## src/sdbe_pkg.sv

```systemverilog
// Shared types and constants for the stuffed differential bit encoder.
package sdbe_pkg;

  localparam int BYTE_BITS = 8;
  localparam int IDX_W     = 6;
  localparam int BIT_IDX_W = $clog2(BYTE_BITS);
  localparam int RUN_W     = 3;

  // Run of ones that forces a stuffed zero, and first byte of the stuffing region.
  localparam logic [RUN_W-1:0] STUFF_RUN        = 3'd5;
  localparam logic [IDX_W-1:0] STUFF_FIRST_BYTE = 6'd4;
  // Bytes at the end of the frame that lie outside the stuffing region.
  localparam logic [IDX_W:0]   STUFF_TAIL_BYTES = 7'd2;

  localparam logic CMD_BYTE    = 1'b0;
  localparam logic CMD_TRAILER = 1'b1;

  // One classified item as it waits between the front and the back.
  typedef struct packed {
    logic                 command;
    logic                 frame_start;
    logic                 in_region;
    logic [BYTE_BITS-1:0] data_byte;
  } item_t;

endpackage

```

## src/sdbe_front.sv

```systemverilog
// Front end: accepts input transfers and classifies the stuffing region.
module sdbe_front (
  input  logic                         s_valid,
  output logic                         s_ready,
  input  logic                         command,
  input  logic [sdbe_pkg::BYTE_BITS-1:0] data_byte,
  input  logic [sdbe_pkg::IDX_W-1:0]   byte_index,
  input  logic [sdbe_pkg::IDX_W-1:0]   frame_length,
  input  logic                         frame_start,
  input  logic                         q_full,
  output logic                         q_push,
  output sdbe_pkg::item_t              q_item
);

  logic [sdbe_pkg::IDX_W:0] idx_tail;

  assign idx_tail = {1'b0, byte_index} + sdbe_pkg::STUFF_TAIL_BYTES;

  assign s_ready = !q_full;
  assign q_push  = s_valid && !q_full;

  always_comb begin
    q_item.command     = command;
    q_item.frame_start = frame_start;
    q_item.data_byte   = data_byte;
    q_item.in_region   = (byte_index >= sdbe_pkg::STUFF_FIRST_BYTE) &&
                         (idx_tail <= {1'b0, frame_length});
  end

endmodule

```

## src/sdbe_queue.sv

```systemverilog
// Short queue of classified items between front and back.
module sdbe_queue #(
  parameter int DEPTH = 2
) (
  input  logic            clk,
  input  logic            rst,
  input  logic            push,
  input  sdbe_pkg::item_t push_item,
  output logic            full,
  input  logic            pop,
  output logic            not_empty,
  output sdbe_pkg::item_t head_item
);

  localparam int PTR_W = (DEPTH > 1) ? $clog2(DEPTH) : 1;
  localparam int CNT_W = $clog2(DEPTH + 1);
  localparam logic [PTR_W-1:0] LAST_PTR = PTR_W'(DEPTH - 1);
  localparam logic [CNT_W-1:0] FULL_CNT = CNT_W'(DEPTH);

  sdbe_pkg::item_t  entries [DEPTH];
  logic [PTR_W-1:0] wr_ptr;
  logic [PTR_W-1:0] rd_ptr;
  logic [CNT_W-1:0] count;
  logic             do_push;
  logic             do_pop;

  assign full      = (count == FULL_CNT);
  assign not_empty = (count != '0);
  assign head_item = entries[rd_ptr];
  assign do_push   = push && !full;
  assign do_pop    = pop && not_empty;

  always_ff @(posedge clk) begin
    if (do_push) begin
      entries[wr_ptr] <= push_item;
    end
  end

  always_ff @(posedge clk) begin
    if (rst) begin
      wr_ptr <= '0;
      rd_ptr <= '0;
      count  <= '0;
    end else begin
      if (do_push) begin
        wr_ptr <= (wr_ptr == LAST_PTR) ? '0 : wr_ptr + 1'b1;
      end
      if (do_pop) begin
        rd_ptr <= (rd_ptr == LAST_PTR) ? '0 : rd_ptr + 1'b1;
      end
      if (do_push && !do_pop) begin
        count <= count + 1'b1;
      end else if (do_pop && !do_push) begin
        count <= count - 1'b1;
      end
    end
  end

endmodule

```

## src/sdbe_back.sv

```systemverilog
// Back end: one line-coded bit per cycle into an output register, unless it stalls.
module sdbe_back (
  input  logic            clk,
  input  logic            rst,
  input  logic            q_not_empty,
  input  sdbe_pkg::item_t q_item,
  output logic            q_pop,
  output logic            out_valid,
  input  logic            out_ready,
  output logic            first_half_level,
  output logic            second_half_level,
  output logic            stuffed,
  output logic            last
);

  localparam logic [sdbe_pkg::BIT_IDX_W-1:0] LAST_BIT =
    sdbe_pkg::BIT_IDX_W'(sdbe_pkg::BYTE_BITS - 1);

  sdbe_pkg::item_t                   item;
  logic                              active;
  logic                              active_next;
  logic [sdbe_pkg::BIT_IDX_W-1:0]    bit_idx;
  logic [sdbe_pkg::BIT_IDX_W-1:0]    bit_idx_next;
  logic                              stuff_pend;
  logic                              stuff_pend_next;
  logic                              line_level;
  logic                              line_level_next;
  logic [sdbe_pkg::RUN_W-1:0]        ones_run;
  logic [sdbe_pkg::RUN_W-1:0]        ones_run_next;
  logic [sdbe_pkg::RUN_W-1:0]        ones_upd;
  logic                              advance;
  logic                              finish;
  logic                              cur_bit;
  logic                              lvl_in;
  logic                              res_first;
  logic                              res_second;
  logic                              res_stuffed;
  logic                              res_last;

  assign advance = active && (!out_valid || out_ready);
  assign q_pop   = q_not_empty && (!active || (advance && finish));
  assign cur_bit = item.data_byte[bit_idx];
  // Frame start presets the line high just before the first data bit.
  assign lvl_in  = (bit_idx == '0 && !stuff_pend && item.frame_start) ? 1'b1 : line_level;

  always_comb begin
    finish          = 1'b0;
    bit_idx_next    = bit_idx;
    stuff_pend_next = stuff_pend;
    line_level_next = line_level;
    ones_run_next   = ones_run;
    ones_upd        = ones_run;
    res_first       = 1'b0;
    res_second      = 1'b0;
    res_stuffed     = 1'b0;
    res_last        = 1'b0;
    if (item.command == sdbe_pkg::CMD_TRAILER) begin
      res_first       = 1'b1;
      res_second      = 1'b1;
      res_last        = 1'b1;
      line_level_next = 1'b0;
      finish          = 1'b1;
    end else if (stuff_pend) begin
      res_first       = !line_level;
      res_second      = !line_level;
      res_stuffed     = 1'b1;
      line_level_next = !line_level;
      stuff_pend_next = 1'b0;
      res_last        = (bit_idx == LAST_BIT);
      finish          = (bit_idx == LAST_BIT);
      bit_idx_next    = bit_idx + 1'b1;
    end else begin
      res_first       = !lvl_in;
      res_second      = !lvl_in ^ cur_bit;
      line_level_next = !lvl_in ^ cur_bit;
      if (cur_bit) begin
        ones_upd = item.in_region ? ones_run + 1'b1 : ones_run;
      end else begin
        ones_upd = '0;
      end
      if (ones_upd >= sdbe_pkg::STUFF_RUN) begin
        // Hold the bit index; the stuffed zero goes out next.
        stuff_pend_next = 1'b1;
        ones_run_next   = '0;
      end else begin
        ones_run_next = ones_upd;
        res_last      = (bit_idx == LAST_BIT);
        finish        = (bit_idx == LAST_BIT);
        bit_idx_next  = bit_idx + 1'b1;
      end
    end
  end

  always_comb begin
    active_next = active;
    if (q_pop) begin
      active_next = 1'b1;
    end else if (advance && finish) begin
      active_next = 1'b0;
    end
  end

  always_ff @(posedge clk) begin
    if (q_pop) begin
      item <= q_item;
    end
    if (advance) begin
      first_half_level  <= res_first;
      second_half_level <= res_second;
      stuffed           <= res_stuffed;
      last              <= res_last;
    end
  end

  always_ff @(posedge clk) begin
    if (rst) begin
      active     <= 1'b0;
      bit_idx    <= '0;
      stuff_pend <= 1'b0;
      line_level <= 1'b0;
      ones_run   <= '0;
      out_valid  <= 1'b0;
    end else begin
      active <= active_next;
      if (advance) begin
        line_level <= line_level_next;
        ones_run   <= ones_run_next;
        out_valid  <= 1'b1;
      end else if (out_ready) begin
        out_valid <= 1'b0;
      end
      if (q_pop) begin
        bit_idx    <= '0;
        stuff_pend <= 1'b0;
      end else if (advance) begin
        bit_idx    <= bit_idx_next;
        stuff_pend <= stuff_pend_next;
      end
    end
  end

endmodule

```

## src/stuffed_differential_bit_encoder.sv

```systemverilog
// Top level of the stuffed differential bit encoder.
//
//  channel  | direction | carries
//  s_axis   | in        | byte or trailer command with frame position
//  m_axis   | out       | one line-coded bit (two half levels) per transfer
//
// A byte gives 8 to 10 output transfers, one per cycle unless the output stalls, set
// by the bit serializer in the back end; a trailer gives one. The next item loads in the
// cycle the previous one's final bit goes out, so there is no gap between queued items.
// Reset (synchronous) clears the queue, the line level (low) and the ones run.
// A stalled output holds in its register; input stalls only when the queue fills.
module stuffed_differential_bit_encoder #(
  parameter int QUEUE_DEPTH = 2
) (
  input  logic        clk,
  input  logic        rst,
  input  logic        s_axis_tvalid,
  output logic        s_axis_tready,
  input  logic [23:0] s_axis_tdata,  // data_byte[7:0], byte_index[13:8], frame_length[19:14]
  input  logic [1:0]  s_axis_tuser,  // command[0], frame_start[1]
  output logic        m_axis_tvalid,
  input  logic        m_axis_tready,
  output logic [7:0]  m_axis_tdata,  // first_half_level[0], second_half_level[1]
  output logic        m_axis_tuser,  // stuffed[0]
  output logic        m_axis_tlast
);

  sdbe_pkg::item_t push_item;
  sdbe_pkg::item_t head_item;
  logic            q_push;
  logic            q_full;
  logic            q_pop;
  logic            q_not_empty;
  logic            first_half_level;
  logic            second_half_level;

  sdbe_front u_front (
    .s_valid      (s_axis_tvalid),
    .s_ready      (s_axis_tready),
    .command      (s_axis_tuser[0]),
    .data_byte    (s_axis_tdata[7:0]),
    .byte_index   (s_axis_tdata[13:8]),
    .frame_length (s_axis_tdata[19:14]),
    .frame_start  (s_axis_tuser[1]),
    .q_full       (q_full),
    .q_push       (q_push),
    .q_item       (push_item)
  );

  sdbe_queue #(
    .DEPTH (QUEUE_DEPTH)
  ) u_queue (
    .clk       (clk),
    .rst       (rst),
    .push      (q_push),
    .push_item (push_item),
    .full      (q_full),
    .pop       (q_pop),
    .not_empty (q_not_empty),
    .head_item (head_item)
  );

  sdbe_back u_back (
    .clk               (clk),
    .rst               (rst),
    .q_not_empty       (q_not_empty),
    .q_item            (head_item),
    .q_pop             (q_pop),
    .out_valid         (m_axis_tvalid),
    .out_ready         (m_axis_tready),
    .first_half_level  (first_half_level),
    .second_half_level (second_half_level),
    .stuffed           (m_axis_tuser),
    .last              (m_axis_tlast)
  );

  assign m_axis_tdata = {6'b0, second_half_level, first_half_level};

endmodule

```

## config.mk

```make
export PLATFORM = sky130hd
export DESIGN_NAME = stuffed_differential_bit_encoder
export DESIGN_NICKNAME = d
export VERILOG_FILES = /design/src/sdbe_pkg.sv /design/src/sdbe_front.sv /design/src/sdbe_queue.sv /design/src/sdbe_back.sv /design/src/stuffed_differential_bit_encoder.sv
export SDC_FILE = /design/constraint.sdc
export NUM_CORES = 1
export LEC_CHECK = 0
export BUFFER_PORTS_ARGS = -buffer_cell sky130_fd_sc_hd__buf_4
export CORE_UTILIZATION = 45
export CTS_CLUSTER_DIAMETER = 100
export DETAILED_ROUTE_END_ITERATION = 8
export PLACE_DENSITY = 0.76
export SYNTH_ARGS = -nofsm -noshare
export SYNTH_HDL_FRONTEND = slang
export SYNTH_SLANG_ARGS = --single-unit
```

## constraint.sdc

```tcl
create_clock -name clk -period 3.07 [get_ports clk]
set_input_delay 0.1535 -clock clk [delete_from_list [all_inputs] [get_ports clk]]
set_output_delay 0.1535 -clock clk [all_outputs]
set_load 0.02 [all_outputs]
```

==> metrics.txt <==
FF-to-FF path depth=9; worst r2r dst=u_queue.count[1]; unrepaired setup endpoints after global routing=no; max capacitance violation total=0; Yosys warnings=0; worst reg2reg setup slack=approximately 480 ps; hold crit path type=input port to flip-flop; Worst-path clk slew=~90 ps; Worst VDD drop=0.369 mV; Critical R2R Launch=u_back.bit_idx[0]; Synth Instances=between 200 and 250; Worst Setup EP=u_queue.count[1]; die area=0.00582 sq mm; Inserted Clock Buffers=5; Antenna Cells=0; Pwr Density=772 mW/mm^2; most frequent cells in the layout=37 x edfxtp_1, 33 x buf_4, 14 x dfxtp_1, 13 x mux2_2; Leak=around 1.1 nW; synthesis-to-finish area growth=15.3%; placed insts=295; first-pass GRT wire length=between 6000 and 7000 um; wire per inst=around 13 um; GR Overflow Total=0; largest net degree at the start of global routing=18; Port Buffers=31; final setup fails=0; Vias=between 1500 and 2000; area leader, netlist=edfxtp_1; Final Slew Violations=0; fillers=about 450; Total Nets Final=roughly 270; setup tns final=0 ps; Post-Syn Area=0.00248 sq mm; worst-path maximum fanout=7; Required @ worst endpoint=between 3000 and 4000 ps; critical path type=flip-flop to flip-flop; top-area cell type share of the netlist area=between 40 and 50%; PnR worst setup slack=479 ps; critical path startpoint=u_back.bit_idx[0]; CTS H-tree depth=2; root buf cell=clkbuf_8; # rows=26; TritonCTS clock tree=yes; Starting Density=between 40% and 50%; DP Worst Slack=483 ps; GRT Util Overall=around 15%; Post-DP HPWL=roughly 2800 um; via-per-instance ratio=5.05; layout cell share with drive strength beyond 1=26.6%; number of gates resized after CTS=0; worst skew pair latency=approximately 310 ps; maximum clock rate=386 MHz; final hold violation count=0; commonest non-fill, non-tap cell in the layout=edfxtp_1; fin cells=about 300; core area=0.00520 sq mm; Die Width=around 76 um; Worst-Margin Slew=about 1000 ps; num ports=42; post-CTS setup repair buffer count=0; synth top area cells=edfxtp_1 45%, dfxtp_1 11%, ha_1 6.0%, mux2_2 5.9%, buf_4 2.4%; CTS Buffer Depth=2; synthesis-stage register bit count=51; Arr. time, crit path=roughly 2800 ps; Slew HR=between 30 and 40%; Setup crit end kind=flip-flop; Netlist cell types=43; DRT iter0 DRCs=71; initial antenna violation count=0; clk sinks=roughly 50; outcome=complete, no violations; Tmin final=between 2000 and 3000 ps; Setup Skew=approximately 3.6 ps; register area share after synthesis=a little under three fifths; startpoint types=flip-flop; fin crit share=between 80 and 90%; hold buffer count at cts=0; GP Congestion=between 0.7 and 0.8; WL final=between 3000 and 4000 um; Mean Syn Cell Area=~12 sq um; Vert. Die Dim=roughly 76 um; drt first pass iters=4; number of global-route vias before repair=approximately 1500; post-route antenna net violation count=0; # DRC=0
-- critical path: stages (launching register included) --
cell and delay [ps]:
dfxtp_1 500, and2b_2 250, a2111oi_0 460, or4_1 270, o211ai_4 90, o211ai_4 100, inv_1 60, ha_1 320
or3_1 350, a21oi_1 130
-- logic make-up (layout without fill, tap and decap cells) --
family,count (synthesis),count (layout),synth area share (%)
buffers and inverters,26,53,5.44
adder cells (fa/ha/maj),12,12,6.05
flip-flops,51,51,56.0
AND/OR/NAND/NOR,58,58,13.0
XOR/XNOR,9,9,3.17
AO/OA/AOI/OAI,26,26,8.06
multiplexers,18,18,8.11
other,1,6,0.151
-- power by group --
| group | internal (mW) | switching (mW) |
|---|---|---|
| sequential | 0.969 | 0.115 |
| combinational | 0.307 | 0.344 |
| clock | 0.247 | 0.229 |
-- synth_stat cells, drive strengths merged --
cell     instances
inv             12
and2b            1
a21oi            7
edfxtp          37
clkbuf           3
mux2i            4
nor2            11
dfxtp           14
nand3            1
nand2            7
a221oi           1
or2b             1
ha              12
or3              4
conb             1
nand2b           8
a21o             1
nor3             7
xor2             6
a41oi            2
a211oi           1
a211o            1
xnor2            3
o21bai           1
o211ai           2
or2              2
a31oi            2
nor4             3
a311oi           1
a2111oi          1
or4              1
buf             11
nand3b           3
and3             4
o22ai            1
o21ai            5
nor2b            4
mux2            14
nor3b            1
-- stage by stage --
step | instance area, sq um | power, mW | utilization (%) | hold WS, ps
6_report | 2860 | 2.21 | 55.0 | 27.4
5_1_grt | 2860 | 2.35 | 55.0 | 6.18
3_3_place_gp | 2750 | 1.73 | 52.8 | 339
4_1_cts | 2860 | 2.24 | 55.0 | 20.5
2_1_floorplan | 2500 | 1.58 | - | 231
3_5_place_dp | 2750 | 1.76 | 52.8 | 343
-- state kept, by name (all words and copies together) (netlist names), 2 cells and up --
signal,count
u_queue.entries,22
u_queue.count,2
u_back.ones_run,3
u_back.item,11
u_back.bit_idx,3
-- cell type report --
type	count	area, sq um	share of cell area (%)
Clock buffer	5	68.8	2.40
Clock inverter	3	47.5	1.66
Inverter	12	45.0	1.57
Multi-Input combinational cell	129	976	34.1
Sequential cell	51	1390	48.6
Tap cell	70	87.6	3.06
Timing Repair Buffer	33	248	8.65
-- worst min-delay path by stage --
stage,from,endpoint,slack [ps],cells after the start
2_1_floorplan,rst,u_back.bit_idx[0],230,1
3_3_place_gp,s_axis_tdata[2],u_queue.entries[0][2],340,1
3_5_place_dp,s_axis_tdata[6],u_queue.entries[1][6],340,1
4_1_cts,s_axis_tdata[6],u_queue.entries[0][6],20,1
5_1_grt,s_axis_tdata[0],u_queue.entries[1][0],6,1
6_report,s_axis_tdata[6],u_queue.entries[0][6],30,1
-- routing by layer --
| metal | routed length, um | global-route usage, % |
|---|---|---|
| met1 | 1760 | 18.7 |
| met4 | 57 | 5.19 |
| met2 | 1970 | 25.9 |
| met5 | 0 | 0 |
| met3 | 121 | 4.07 |
No activity file was read; power rests on OpenSTA's default activity.
